--- src/rtl/tas_pkg.sv ---
// Package for the throttle average, scale and slew block: defaults, codes and types.
package tas_pkg;

  localparam int unsigned WindowSamplesDef = 16;
  localparam int unsigned AverageShiftDef  = 4;

  // An update runs when the low bits of the write index are all zero (every fourth sample)
  localparam int unsigned UpdateBits = 2;

  localparam int unsigned AdcWidth = 12;
  localparam int unsigned PwmWidth = 16;

  // Reset values of the configuration registers
  localparam logic [AdcWidth-1:0] MinAdcRst  = 12'd0;
  localparam logic [AdcWidth-1:0] MaxAdcRst  = 12'd4095;
  localparam logic [PwmWidth-1:0] MaxPwmRst  = 16'd65535;
  localparam logic [PwmWidth-1:0] SlewStepRst = 16'd16;

  typedef enum logic [1:0] {
    REG_MIN_ADC  = 2'd0,
    REG_MAX_ADC  = 2'd1,
    REG_MAX_PWM  = 2'd2,
    REG_SLEW_STEP = 2'd3
  } reg_idx_e;

  typedef enum logic [1:0] {
    STATUS_OK   = 2'd0,
    STATUS_LOW  = 2'd1,
    STATUS_HIGH = 2'd2
  } status_e;

  typedef enum logic [2:0] {
    ST_IDLE,
    ST_SUM,
    ST_CHECK,
    ST_MUL,
    ST_DIV,
    ST_SLEW,
    ST_RESULT
  } state_e;

endpackage

--- src/rtl/throttle_average_scale_slew_top.sv ---
// Throttle moving average, range check, scaling and slew limiter, top level.
// Sequence: a non-update item goes from idle straight to the result state, a disabled item
//   through the slew step first, and an update item walks the window memory, checks the range,
//   multiplies, runs a PW-step restoring divider and slews (DW = max(12+clog2(N), 12+shift)).
// Throughput: one item at a time; the next is taken once the result sits in the output
//   register, and the result state waits while the receiver has not taken the previous result.
// Reset (async, active low) clears control state, configuration registers and window valid bits.
module throttle_average_scale_slew_top #(
  parameter int unsigned WINDOW_SAMPLES = tas_pkg::WindowSamplesDef,
  parameter int unsigned AVERAGE_SHIFT  = tas_pkg::AverageShiftDef
) (
  input  logic        clk_i,
  input  logic        rst_ni,
  // Input stream
  input  logic        s_axis_tvalid,
  output logic        s_axis_tready,
  input  logic [15:0] s_axis_tdata,  // [11:0] adc_sample, [12] motor_disable, [13] slew_tick
  // Result stream
  output logic        m_axis_tvalid,
  input  logic        m_axis_tready,
  output logic [23:0] m_axis_tdata,  // [15:0] pwm_compare, [16] compare_written,
                                     // [18:17] throttle_status
  // Configuration write channel
  input  logic        cfg_valid_i,
  output logic        cfg_ready_o,
  input  logic [1:0]  cfg_index_i,
  input  logic [15:0] cfg_data_i
);

  localparam int unsigned AW  = $clog2(WINDOW_SAMPLES);       // window address
  localparam int unsigned IW  = $clog2(WINDOW_SAMPLES + 1);   // write index, holds N
  localparam int unsigned SW  = tas_pkg::AdcWidth + AW;       // window sum
  localparam int unsigned LW  = tas_pkg::AdcWidth + AVERAGE_SHIFT; // scaled limits
  localparam int unsigned DW  = (SW > LW) ? SW : LW;          // sum minus low limit
  localparam int unsigned PW  = DW + tas_pkg::PwmWidth;       // product / dividend
  localparam int unsigned CW  = $clog2(PW);                   // divider step count
  localparam int unsigned AdW = tas_pkg::AdcWidth;
  localparam int unsigned PwW = tas_pkg::PwmWidth;

  // ---------------------------------------------------------------------------
  // Configuration registers, written only while idle
  // ---------------------------------------------------------------------------
  logic [AdW-1:0] min_adc_q, max_adc_q;
  logic [PwW-1:0] max_pwm_q, slew_step_q;

  always_ff @(posedge clk_i or negedge rst_ni) begin
    if (!rst_ni) begin
      min_adc_q   <= tas_pkg::MinAdcRst;
      max_adc_q   <= tas_pkg::MaxAdcRst;
      max_pwm_q   <= tas_pkg::MaxPwmRst;
      slew_step_q <= tas_pkg::SlewStepRst;
    end else if (cfg_valid_i && cfg_ready_o) begin
      case (tas_pkg::reg_idx_e'(cfg_index_i))
        tas_pkg::REG_MIN_ADC:   min_adc_q   <= cfg_data_i[AdW-1:0];
        tas_pkg::REG_MAX_ADC:   max_adc_q   <= cfg_data_i[AdW-1:0];
        tas_pkg::REG_MAX_PWM:   max_pwm_q   <= cfg_data_i;
        tas_pkg::REG_SLEW_STEP: slew_step_q <= cfg_data_i;
        default: ;
      endcase
    end
  end

  // ---------------------------------------------------------------------------
  // Input fields
  // ---------------------------------------------------------------------------
  logic [AdW-1:0] in_sample;
  logic           in_disable, in_tick, in_xfer;

  assign in_sample  = s_axis_tdata[AdW-1:0];
  assign in_disable = s_axis_tdata[12];
  assign in_tick    = s_axis_tdata[13];
  assign in_xfer    = s_axis_tvalid && s_axis_tready;

  // ---------------------------------------------------------------------------
  // State
  // ---------------------------------------------------------------------------
  tas_pkg::state_e state_q, state_d;

  logic [IW-1:0]  wr_idx_q, wr_idx_d;
  logic [AW-1:0]  wr_addr;
  logic           wr_en;
  logic [AW:0]    cnt_q;          // read issue counter over the window
  logic           rd_en, rd_pend_q, rd_hit_q;
  logic [AW-1:0]  rd_addr;
  logic [AdW-1:0] rd_data_q;
  logic [WINDOW_SAMPLES-1:0] vld_q;
  logic [AdW-1:0] win_mem [WINDOW_SAMPLES];

  logic [SW-1:0]  sum_q;
  logic [DW-1:0]  sum_x, lo_x, hi_x, diff_q;
  logic [PW-1:0]  dq_q, dq_d;     // dividend bits out, quotient bits in
  logic [AdW-1:0] rem_q, rem_d, div_val;
  logic [AdW:0]   trial;
  logic           trial_ge;
  logic [CW-1:0]  step_q;

  logic           tick_q, written_q;
  tas_pkg::status_e status_q;
  logic [PwW-1:0] tgt_q, cur_q;
  logic [PwW:0]   slew_v;
  logic           slew_ok;

  logic           out_free;

  // Settings change only between items
  assign cfg_ready_o = (state_q == tas_pkg::ST_IDLE);

  // Write index wraps from N to 1; the sample at the wrap goes to entry 0
  always_comb begin
    if (wr_idx_q < IW'(WINDOW_SAMPLES)) begin
      wr_addr  = wr_idx_q[AW-1:0];
      wr_idx_d = wr_idx_q + IW'(1);
    end else begin
      wr_addr  = '0;
      wr_idx_d = IW'(1);
    end
  end

  assign wr_en   = in_xfer && !in_disable;
  assign rd_en   = (state_q == tas_pkg::ST_SUM) && (cnt_q != (AW+1)'(WINDOW_SAMPLES));
  assign rd_addr = cnt_q[AW-1:0];

  // Window memory: one write port, one registered read port
  always_ff @(posedge clk_i) begin
    if (wr_en) begin
      win_mem[wr_addr] <= in_sample;
    end
    if (rd_en) begin
      rd_data_q <= win_mem[rd_addr];
    end
  end

  // Per-entry valid bits stand in for the cleared window after reset
  always_ff @(posedge clk_i or negedge rst_ni) begin
    if (!rst_ni) begin
      vld_q    <= '0;
      rd_hit_q <= 1'b0;
    end else begin
      if (wr_en) begin
        vld_q[wr_addr] <= 1'b1;
      end
      if (rd_en) begin
        rd_hit_q <= vld_q[rd_addr];
      end
    end
  end

  // Range check operands
  assign sum_x = DW'(sum_q);
  assign lo_x  = DW'({min_adc_q, {AVERAGE_SHIFT{1'b0}}});
  assign hi_x  = DW'({max_adc_q, {AVERAGE_SHIFT{1'b0}}});

  // Restoring divider, one quotient bit per cycle
  assign div_val  = (max_adc_q == '0) ? AdW'(1) : max_adc_q;
  assign trial    = {rem_q, dq_q[PW-1]};
  assign trial_ge = trial >= {1'b0, div_val};
  assign rem_d    = trial_ge ? AdW'(trial - {1'b0, div_val}) : trial[AdW-1:0];
  assign dq_d     = {dq_q[PW-2:0], trial_ge};

  // Slew limiter toward the target, 17 bits so an overshoot of max_pwm is visible
  always_comb begin
    if (!tick_q) begin
      slew_v = {1'b0, cur_q};
    end else if (tgt_q >= cur_q) begin
      slew_v = ((tgt_q - cur_q) > slew_step_q) ? ({1'b0, cur_q} + {1'b0, slew_step_q})
                                               : {1'b0, tgt_q};
    end else begin
      slew_v = ((cur_q - tgt_q) > slew_step_q) ? {1'b0, cur_q - slew_step_q}
                                               : {1'b0, tgt_q};
    end
  end
  assign slew_ok = slew_v <= {1'b0, max_pwm_q};

  assign out_free = !m_axis_tvalid || m_axis_tready;

  // ---------------------------------------------------------------------------
  // Sequencer
  // ---------------------------------------------------------------------------
  always_ff @(posedge clk_i or negedge rst_ni) begin
    if (!rst_ni) begin
      state_q <= tas_pkg::ST_IDLE;
    end else begin
      state_q <= state_d;
    end
  end

  always_comb begin
    state_d       = state_q;
    s_axis_tready = 1'b0;
    case (state_q)
      tas_pkg::ST_IDLE: begin
        s_axis_tready = 1'b1;
        if (s_axis_tvalid) begin
          if (in_disable) begin
            state_d = tas_pkg::ST_SLEW;
          end else if (wr_idx_d[tas_pkg::UpdateBits-1:0] == '0) begin
            state_d = tas_pkg::ST_SUM;
          end else begin
            state_d = tas_pkg::ST_RESULT;
          end
        end
      end
      tas_pkg::ST_SUM: begin
        if (!rd_en && !rd_pend_q) begin
          state_d = tas_pkg::ST_CHECK;
        end
      end
      tas_pkg::ST_CHECK: begin
        state_d = ((sum_x < lo_x) || (sum_x > hi_x)) ? tas_pkg::ST_SLEW : tas_pkg::ST_MUL;
      end
      tas_pkg::ST_MUL: state_d = tas_pkg::ST_DIV;
      tas_pkg::ST_DIV: begin
        if (step_q == CW'(PW - 1)) begin
          state_d = tas_pkg::ST_SLEW;
        end
      end
      tas_pkg::ST_SLEW: state_d = tas_pkg::ST_RESULT;
      tas_pkg::ST_RESULT: begin
        if (out_free) begin
          state_d = tas_pkg::ST_IDLE;
        end
      end
      default: state_d = tas_pkg::ST_IDLE;
    endcase
  end

  // ---------------------------------------------------------------------------
  // Datapath
  // ---------------------------------------------------------------------------
  always_ff @(posedge clk_i or negedge rst_ni) begin
    if (!rst_ni) begin
      wr_idx_q  <= '0;
      cur_q     <= '0;
      cnt_q     <= '0;
      rd_pend_q <= 1'b0;
      step_q    <= '0;
      tick_q    <= 1'b0;
      written_q <= 1'b0;
      status_q  <= tas_pkg::STATUS_OK;
    end else begin
      case (state_q)
        tas_pkg::ST_IDLE: begin
          if (in_xfer) begin
            tick_q    <= in_tick;
            written_q <= 1'b0;
            status_q  <= tas_pkg::STATUS_OK;
            cnt_q     <= '0;
            rd_pend_q <= 1'b0;
            if (!in_disable) begin
              wr_idx_q <= wr_idx_d;
            end
          end
        end
        tas_pkg::ST_SUM: begin
          rd_pend_q <= rd_en;
          if (rd_en) begin
            cnt_q <= cnt_q + (AW+1)'(1);
          end
        end
        tas_pkg::ST_CHECK: begin
          if (sum_x < lo_x) begin
            status_q <= tas_pkg::STATUS_LOW;
          end else if (sum_x > hi_x) begin
            status_q <= tas_pkg::STATUS_HIGH;
          end
        end
        tas_pkg::ST_MUL: step_q <= '0;
        tas_pkg::ST_DIV: step_q <= step_q + CW'(1);
        tas_pkg::ST_SLEW: begin
          if (slew_ok) begin
            cur_q     <= slew_v[PwW-1:0];
            written_q <= 1'b1;
          end else begin
            status_q <= tas_pkg::STATUS_HIGH;
          end
        end
        default: ;
      endcase
    end
  end

  // Payload registers of the datapath, no reset needed
  always_ff @(posedge clk_i) begin
    case (state_q)
      tas_pkg::ST_IDLE: begin
        sum_q <= '0;
        tgt_q <= '0;
      end
      tas_pkg::ST_SUM: begin
        if (rd_pend_q && rd_hit_q) begin
          sum_q <= sum_q + SW'(rd_data_q);
        end
      end
      tas_pkg::ST_CHECK: diff_q <= sum_x - lo_x;
      tas_pkg::ST_MUL: begin
        dq_q  <= PW'(diff_q) * PW'(max_pwm_q);
        rem_q <= '0;
      end
      tas_pkg::ST_DIV: begin
        dq_q  <= dq_d;
        rem_q <= rem_d;
        if (step_q == CW'(PW - 1)) begin
          tgt_q <= dq_d[AVERAGE_SHIFT +: PwW];
        end
      end
      default: ;
    endcase
  end

  // ---------------------------------------------------------------------------
  // Output register
  // ---------------------------------------------------------------------------
  logic [PwW-1:0] out_cmp_q;
  logic           out_wr_q;
  logic [1:0]     out_st_q;

  always_ff @(posedge clk_i or negedge rst_ni) begin
    if (!rst_ni) begin
      m_axis_tvalid <= 1'b0;
    end else if ((state_q == tas_pkg::ST_RESULT) && out_free) begin
      m_axis_tvalid <= 1'b1;
    end else if (m_axis_tready) begin
      m_axis_tvalid <= 1'b0;
    end
  end

  always_ff @(posedge clk_i) begin
    if ((state_q == tas_pkg::ST_RESULT) && out_free) begin
      out_cmp_q <= cur_q;
      out_wr_q  <= written_q;
      out_st_q  <= status_q;
    end
  end

  assign m_axis_tdata = {5'd0, out_st_q, out_wr_q, out_cmp_q};

`ifndef NO_ASSERTIONS
  // Write index stays within 0..N
  a_idx_range: assert property (@(posedge clk_i) disable iff (!rst_ni)
    wr_idx_q <= IW'(WINDOW_SAMPLES))
    else $error("write index beyond window");

  // Divider remainder always below the divisor
  a_rem_bound: assert property (@(posedge clk_i) disable iff (!rst_ni)
    (state_q == tas_pkg::ST_DIV) |-> (rem_q < div_val))
    else $error("divider remainder out of range");

  // A written compare never exceeds full scale
  a_cmp_bound: assert property (@(posedge clk_i) disable iff (!rst_ni)
    ((state_q == tas_pkg::ST_SLEW) && slew_ok) |=> (cur_q <= max_pwm_q))
    else $error("compare above full scale");

  // The window is written only by an accepted, enabled item, so only while idle
  a_wr_only_idle: assert property (@(posedge clk_i) disable iff (!rst_ni)
    wr_en |-> (state_q == tas_pkg::ST_IDLE))
    else $error("window write outside idle");

  // Result status is always one of the defined codes
  a_status_code: assert property (@(posedge clk_i) disable iff (!rst_ni)
    m_axis_tvalid |-> (m_axis_tdata[18:17] != 2'd3))
    else $error("invalid status code");
`endif

endmodule

--- config.mk ---
export PLATFORM = sky130hd
export DESIGN_NAME = throttle_average_scale_slew_top
export DESIGN_NICKNAME = d
export VERILOG_FILES = /design/src/rtl/tas_pkg.sv /design/src/rtl/throttle_average_scale_slew_top.sv
export SDC_FILE = /design/constraint.sdc
export NUM_CORES = 1
export LEC_CHECK = 0
export ABC_AREA = 1
export BUFFER_PORTS_ARGS = -buffer_cell sky130_fd_sc_hd__buf_4
export CAP_MARGIN = 20
export CORE_MARGIN = 1.5
export CORE_UTILIZATION = 50
export CTS_CLUSTER_SIZE = 28
export DETAILED_ROUTE_END_ITERATION = 7
export PLACE_DENSITY_LB_ADDON = 0.25
export SKIP_LAST_GASP = 1
export SYNTH_ARGS = -nofsm -noshare
export SYNTH_HDL_FRONTEND = slang
export SYNTH_SLANG_ARGS = --single-unit
--- constraint.sdc ---
create_clock -name clk_i -period 7.4 [get_ports clk_i]
set_clock_uncertainty 0.15 [all_clocks]
set_input_delay 0.74 -clock clk_i [delete_from_list [all_inputs] [get_ports clk_i]]
set_output_delay 0.74 -clock clk_i [all_outputs]
set_load 0.005 [all_outputs]
After elaboration in Yosys (flattened, before gate mapping)
Memory sizes are Yosys's and may differ from the RTL's. A register that Yosys moved wholly into a read port is not among the register bits.
Cells that the tools add are included.
{"block": "word_totals", "ff_bits": 224, "ram_bits": 192, "input_bits": 39, "output_inout_bits": 27, "wordCells": 152, "memories": 1}
{"block": "classes", "addsub": 10, "multipliers": 1, "n_lt_le_gt_ge": 11, "n_eq_ne": 21, "n_mux": 44, "n_bitwise": 2, "n_reduce_logical": 38}
{"memory": "win_mem", "words": 16, "width": 12, "rd": 1, "rd_clocked_by_memory_dff": 1, "wr": 1, "line": "throttle_average_scale_slew_top.sv:87", "rtl": "logic [AdW-1:0] win_mem [WINDOW_SAMPLES];"}
{"operator": "$pmux 16 s2", "count": 2}
{"operator": "$pmux 32 s2", "count": 1}
{"operator": "$sub 16x16->16", "count": 4}
{"operator": "$mux 17", "count": 3}
{"operator": "$gt 16x16->1", "count": 3}
{"operator": "$mux 16", "count": 3}
{"operator": "$mul 16x16->32", "count": 1}
{"operator": "$mux 12", "count": 2}
{"operator": "$pmux 12 s2", "count": 1}
{"operator": "$mux 3", "count": 7}
{"operator": "$pmux 3 s7", "count": 1}
{"operator": "$pmux 5 s2", "count": 2}
{"operator": "$reduce_and 2->1", "count": 9}
{"operator": "$add 16x16->17", "count": 1}
{"operator": "$le 17x16->1", "count": 1}
{"operator": "$add 16x12->16", "count": 1}
{"operator": "$ge 16x16->1", "count": 1}
{"operator": "$lt 16x16->1", "count": 1}
{"operator": "$or 16x16->16", "count": 1}
{"operator": "$add 5x1->5 const B", "count": 3}
{"operator": "$mux 5", "count": 3}
{"operator": "$ge 13x12->1", "count": 1}
{"operator": "$logic_not 12->1", "count": 1}
{"operator": "$ne 2x2->1 const B", "count": 6}
{"operator": "other kinds (30)", "count": 68}

Longest topological paths before layout
Gate-level depths: netlist of the first run.
{"block": "depth", "word_depth": 8, "ltp_mapped": 43}

Worst setup path after synthesis of the first run
Ideal clock, no wire load.
{"block": "synth_path", "path_type": "flip-flop to flip-flop", "start": "reg max_pwm_q[9]", "end": "reg dq_q[27] (data pin)", "setup_ns": 0.254, "arrival_time_ns": 5.774, "slack_ns": 1.222, "stages_incl_launch_ff": 26, "n_path_buf": 2, "path_cell_list": "dfstp_2 -> clkbuf_1 -> clkbuf_1 -> nand2_1 -> fa_1 -> inv_1 -> fa_1 -> inv_1 -> fa_1 -> inv_1 -> fa_1 -> inv_1 -> fa_1 -> inv_1 -> fa_1 -> ha_1 -> a21o_1 -> a21oi_1 -> nand2_1 -> nand2_1 -> nand3_1 -> nand2_1 -> nand2_1 -> or2_2 -> nand3_1 -> nand2_1"}
{"block": "synth_between", "elab_chain_cells": 2}
{"item": "start: declaration", "line": "throttle_average_scale_slew_top.sv:44", "rtl": "logic [PwW-1:0] max_pwm_q, slew_step_q;"}
{"item": "start signal: assignment", "line": "throttle_average_scale_slew_top.sv:50", "rtl": "max_pwm_q <= tas_pkg::MaxPwmRst;"}
{"item": "start signal: assignment", "line": "throttle_average_scale_slew_top.sv:56", "rtl": "tas_pkg::REG_MAX_PWM: max_pwm_q <= cfg_data_i;"}
{"item": "$mul 16x16->32", "line": "throttle_average_scale_slew_top.sv:296", "rtl": "dq_q <= PW'(diff_q) * PW'(max_pwm_q);"}
{"item": "$pmux 32 s2", "line": "throttle_average_scale_slew_top.sv:284", "rtl": "case (state_q)"}
{"item": "end signal: assignment", "line": "throttle_average_scale_slew_top.sv:296"}
{"item": "end signal: assignment", "line": "throttle_average_scale_slew_top.sv:300", "rtl": "dq_q <= dq_d;"}
{"item": "end: declaration", "line": "throttle_average_scale_slew_top.sv:91", "rtl": "logic [PW-1:0] dq_q, dq_d;"}
No other way between the ends.
A chain may end at the register's enable or synchronous reset.

Worst setup path after layout of the first run
{"block": "layout_path", "start": "reg cur_q[3]", "end": "reg cur_q[2]"}
{"block": "layout_between", "elab_chain_cells": 7, "elab_cells_between_ends": 13, "classes_between": "add/sub: 4; order compare: 4; mux: 4; reduce/logical: 1"}
{"item": "start: declaration", "line": "throttle_average_scale_slew_top.sv:99", "rtl": "logic [PwW-1:0] tgt_q, cur_q;"}
{"item": "start signal: assignment", "line": "throttle_average_scale_slew_top.sv:271", "rtl": "cur_q <= slew_v[PwW-1:0];"}
{"item": "$sub 16x16->16, on equally long branches", "line": "throttle_average_scale_slew_top.sv:168, throttle_average_scale_slew_top.sv:165"}
{"item": "$gt 16x16->1, on equally long branches", "line": "throttle_average_scale_slew_top.sv:168, throttle_average_scale_slew_top.sv:165"}
{"item": "$mux 16 / $mux 17 (equally long branches)", "line": "throttle_average_scale_slew_top.sv:168, throttle_average_scale_slew_top.sv:165"}
{"item": "$mux 17 (*)", "line": "throttle_average_scale_slew_top.sv:164", "rtl": "end else if (tgt_q >= cur_q) begin"}
{"item": "$mux 17 (*)", "line": "throttle_average_scale_slew_top.sv:162", "rtl": "if (!tick_q) begin"}
{"item": "via slew_v[4]", "line": "throttle_average_scale_slew_top.sv:100", "rtl": "logic [PwW:0] slew_v;"}
{"item": "$le 17x16->1 (*)", "line": "throttle_average_scale_slew_top.sv:172", "rtl": "assign slew_ok = slew_v <= {1'b0, max_pwm_q};"}
{"item": "$reduce_and 2->1 (no line) (*)"}
Mark *: on every way through the listed nets, which the timed path passes. The rest lies on a longest branch.

==> results of run 1 <==
synth_stat cells, types with 57 or more instances:
master	n
a21oi_1	180
clkbuf_1	125
nand2_1	778
edfxtp_1	315
nor2_1	251
ha_1	266
o21ai_0	278
dfrtp_1	84
fa_1	201
inv_1	608
nand3_1	140
xor2_1	57
sequential cells by signal, summed over array words and instances, names as in the netlist, 16 cells and up:
name and count:
cur_q 16, diff_q 16, dq_q 32, max_pwm_q 16, out_cmp_q 16, slew_step_q 16, sum_q 16, tgt_q 16
vld_q 16, win_mem 192
per-layer routing:
| layer | track usage | share of wire |
|---|---|---|
| met1 | 0.3401 | 0.43 |
| met2 | 0.4170 | 0.47 |
| met3 | 0.04409 | 0.065 |
| met4 | 0.08186 | 0.032 |
| met5 | 0 | 0 |
worst max-delay path, delay by kind of cell, from the launching register on:
family	cells	cell delay [ps]
simple gates	22	2530
compound gates	6	1940
fa+ha+maj	3	1060
flops	1	370
buf+inv	3	280
xor+xnor	1	220
area by class of cell:
| type | count | area, um2 | share of cell area |
|---|---|---|---|
| flip-flops and latches | 428 | 12320 | 0.3531 |
| inverters | 614 | 2310 | 0.06617 |
| well taps | 846 | 1059 | 0.03033 |
| repair buffers | 105 | 799.5 | 0.02291 |
| clock buffers | 57 | 1245 | 0.03567 |
| multi-input cells | 2459 | 16890 | 0.4840 |
| clock inverters | 30 | 275.3 | 0.007886 |
cells by family (layout without fill, tap and decap cells):
kind of cell | Yosys count | in the layout
adders and majority gates | 467 | 467
DFF | 428 | 428
other | 1 | 5
muxes | 3 | 3
buffers and inverters | 774 | 806
AOI/OAI and AO/OA | 628 | 628
and+or+nand+nor | 1283 | 1283
xor gates and xnor gates | 73 | 73
through the flow:
step	utilization	area [um2]
final	0.5513	34900
after global routing	0.5513	34900
after CTS	0.5511	34890
after detailed placement	0.5271	33370
after global placement	0.5269	33360
after floorplan	-	32200
worst max path at each step:
stage                             from           to  slack, ps
after floorplan           max_pwm_q[9]     dq_q[27]       1220
after global placement       diff_q[6]     dq_q[27]        910
after detailed placement     diff_q[7]     dq_q[26]        860
after CTS                    diff_q[7]     dq_q[31]        810
after global routing          tgt_q[4]  status_q[1]        250
final                         cur_q[3]     cur_q[2]        680
==> metrics.txt, run 1 <==
outcome completed; chip height 256.7 um; Startpoint Class flop; Core Footprint 63310 um2; Die ar. 65900 um2; Synth cell types 61; min Tclk post-route 6721 ps; global-route wire length before repair 131300 um; total track usage 0.2534; sequential element share of the synthesized area 0.3829; Final Setup Violations 0; vias in the first global route 24028; proportion of synthesized area in mux cells 0.001050; Placed Cells 4451; Die X 256.7 um; pin count of the biggest net entering global routing 110; Synth top area share 0.2939; fmax 148.8 MHz; ys async rst share 0.2640; Post-Synth Simple-Gate Area 0.1649; # rows 92; RR Startpoint cur_q[3]; CTS tree yes; via count 24411; wire length per cell 18.04 um; Reg clk slew, reported paths 60 ps; worst-path fanout max 35; slowest stage cell, crit path o21ai_0; remaining global-route overflow 0; final setup margin 679.2 ps; initial antenna violation count 0; Tcrit/Tclk final 0.9082; CP endpoint kind flop; crit-path max cell delay 660 ps; largest family of logic cells by synthesized area adder cells; most common cell after layout, fill and taps aside nand2_1; Initial Util 0.5084; r2r endpoint cur_q[2]; postcts setup bufs 0; # DRC 0; via-per-instance ratio 5.378; WHS 72.75 ps; Worst R2R Setup Slack 680 ps; DRT antenna net count 0; post-synthesis compound-gate area fraction 0.1089; layout cells sized above 1 0.07203; Detailed Route Iter0 Violations 1937; Max Slew Vio Count 0; EDFF count, synth 315; synthesized area 32190 um2; TritonRoute pass-1 iters 5; diodes inserted 0; Slew HR 0.2863; FF-to-FF path depth 35; cts hold-fix bufs 0; dpl hpwl 61910 um; Layout area overhead 8.447%; CTS buffer count 48; Critical Path RT 7740 ps; number of synthesized register bits 428; dpl ws 859.6 ps; most frequent cells in the layout nand2_1, inv_1, edfxtp_1, o21ai_0, ha_1; setup repair after global routing missed its margin false; Hold WC Path Type in -> async; CTS H-tree depth 2; Synth area leader edfxtp_1; Root Buffer clkbuf_16; cts repair resizes 0; Worst-Skew Late Latency 610 ps; maxcap violations 0; Fill cells 5766; final std cells w/o fill 4539; yosys warns 0; I/O Pins 66; commonest register cell after synthesis edfxtp_1; Total Routed Length 81890 um; WP data arrival 7060 ps; final net count 4162; GP Congestion 0.9775; Sum Neg Setup Slack 0 ps; Crit path top cell by count nand2_1; syn_area_per_cell 8.801 um2; Cells after Synth 3657; Critical Setup Path Class reg -> reg; Final Hold Fails 0; Clock Path Buffers 3; post-synthesis xor/xnor area fraction 0.01986; IO buf count 58; worst-margin pin slew 1071 ps; Clock Sinks 428; area share of fa/ha/maj cells after synthesis 0.2284; top cells by area, synth edfxtp_1, fa_1, ha_1
Power of run 1 is not shown: default switching activity piles up to over one toggle a cycle in this logic, so the estimate is an artifact.
==> inputs of run 2 (changes only) <==
--- a/config.mk
+++ b/config.mk
@@ -12,7 +12,9 @@
 export CORE_UTILIZATION = 50
 export CTS_CLUSTER_SIZE = 28
 export DETAILED_ROUTE_END_ITERATION = 7
+export GPL_TIMING_DRIVEN = 0
 export PLACE_DENSITY_LB_ADDON = 0.25
+export REMOVE_ABC_BUFFERS = 1
 export SKIP_LAST_GASP = 1
 export SYNTH_ARGS = -nofsm -noshare
 export SYNTH_HDL_FRONTEND = slang
==> run 2 against run 1 <==
Register-to-register slack got worse by 160 ps. Count of clock-buffer cells in the layout is 3 higher. Critical path type unchanged. Flip-flop and latch count did not move. Routed wire length fell by 0.92%. Setup slack got worse by 160 ps. Cell area rose by 0.34%. First-iteration DRC count fell by 6.5%. Die area did not move. Sequential share of layout area shrank 0.11 points. Utilization increased by 0.19 points.
==> metrics.txt, run 2 (synthesis gave the netlist of run 1 again) <==
Final Setup Violations 0; crit-path max cell delay 970 ps; wire length per cell 17.95 um; Root Buffer clkbuf_16; CP Cell Sequence nand2_1 -> fa_1 -> fa_1 -> inv_1 -> fa_1 -> inv_1 -> fa_1 -> fa_1 -> inv_1 -> fa_1 -> ha_1 -> a21o_1 -> a31oi_1 -> o21ai_0 -> nand2_1 -> nand3_1 -> nand3_1 -> nand2_1 -> or2_2 -> nand3_1 -> nand2_1; worst-path fanout max 16; Crit path top cell by count fa_1; Clock Path Buffers 3; Core Footprint 63310 um2; WHS Endpoint m_axis_tvalid; most frequent cells in the layout nand2_1, inv_1, edfxtp_1, o21ai_0, ha_1; biggest regs win_mem (192), dq_q (32); vias in the first global route 24266; Clock Sinks 428; CTS buffer count 46; fmax 145.4 MHz; global-route wire length before repair 130700 um; Max Slew Vio Count 0; cts repair resizes 0; Slew HR 0.3204; Die X 256.7 um; layout cells sized above 1 0.06939; via count 24361; # rows 92; Tcrit/Tclk final 0.9296; Hold WC Path Type in -> reg; WP data arrival 7090 ps; max FFs per register 192; Critical Setup Path Class reg -> reg; Storage cell area 12330 um2; RR Startpoint diff_q[0]; Sum Neg Setup Slack 0 ps; via-per-instance ratio 5.388; Startpoint Class flop; GP Congestion 0.9440; total track usage 0.2506; final net count 4147; outcome completed; Initial Util 0.5084; Layout area overhead 8.817%; CTS tree yes; Final Hold Fails 0; multi-input logic area 16900 um2; Critical Path RT 7610 ps; dpl hpwl 60460 um; remaining global-route overflow 0; CTS H-tree depth 2; Worst R2R Setup Slack 520 ps; Biggest register win_mem; # DRC 0; setup repair after global routing missed its margin false; most common cell after layout, fill and taps aside nand2_1; initial antenna violation count 0; Detailed Route Iter0 Violations 1811; TritonRoute pass-1 iters 5; CP endpoint kind flop; maxcap violations 0; I/O Pins 66; Die ar. 65900 um2; worst min-delay path startpoint m_axis_tready; Total Routed Length 81140 um; DRT antenna net count 0; FF-to-FF path depth 21; Fill cells 5779; Worst-Skew Late Latency 610 ps; postcts setup bufs 0; diodes inserted 0; Min-Delay Path Depth 2; worst-margin pin slew 1019 ps; IO buf count 58; r2r endpoint dq_q[26]; Reg clk slew, reported paths 60 ps; slowest stage cell, crit path edfxtp_1; min Tclk post-route 6879 ps; chip height 256.7 um; pin count of the biggest net entering global routing 97
-- run 2: through the flow --
step / area [um2] / util / setup WS, ps / hold slack, ps / cells
floorplan: 31490 / - / 1544 / 274.9 / 3501
global placement: 32980 / 0.5209 / -515.7 / 280.5 / 4405
detailed placement: 33410 / 0.5278 / 584.4 / 291.0 / 4437
CTS: 35010 / 0.5530 / 548.8 / 166.7 / 4520
global route: 35020 / 0.5532 / 187.3 / 193.0 / 4521
finish: 35020 / 0.5532 / 520.7 / 186.1 / 4521
-- run 2: worst max-delay path by stage --
stage	from	endpoint	slack [ps]	cells past startpoint
final	diff_q[0]	dq_q[26]	520	21
after global routing	diff_q[7]	dq_q[26]	190	24
after CTS	diff_q[0]	dq_q[26]	550	21
after detailed placement	diff_q[0]	dq_q[26]	580	21
after global placement	cnt_q[0]	rd_data_q[2]	-520	5
after floorplan	max_pwm_q[15]	dq_q[26]	1540	21
-- run 2: worst max-delay path, delay by kind of cell, from the launching register on --
| family | cells | cell delay, ps |
|---|---|---|
| AO/OA/AOI/OAI | 3 | 770 |
| adder cells (fa/ha/maj) | 7 | 3570 |
| buffers and inverters | 3 | 170 |
| flip-flops | 1 | 970 |
| AND/OR/NAND/NOR | 8 | 980 |
-- run 2: final cells by class --
cell class                 count  share of cell area
multi-input combinational   2459              0.4826
sequential                   428              0.3520
inverter                     614             0.06605
clock buffer                  60             0.03522
tap                          846             0.03022
timing repair buffer          92             0.02379
clock inverter                22             0.01015
-- run 2: what timing repair did --
item	CTS	global route
endpoints found under the setup margin	0	0
hold buffers	1	0
endpoints found under the hold margin	20	0
-- run 2: per-layer routing --
layer / wire [um] / global-route usage / up-vias / part of all wire
met5: 0 / 0 / - / 0
met4: 2229 / 0.07467 / 0 / 0.027
met3: 3832 / 0.02689 / 125 / 0.047
met2: 39490 / 0.4285 / 591 / 0.49
met1: 35590 / 0.3362 / 11809 / 0.44
li1: - / - / 11836 / -
Power of run 2 is left out for the same reason.
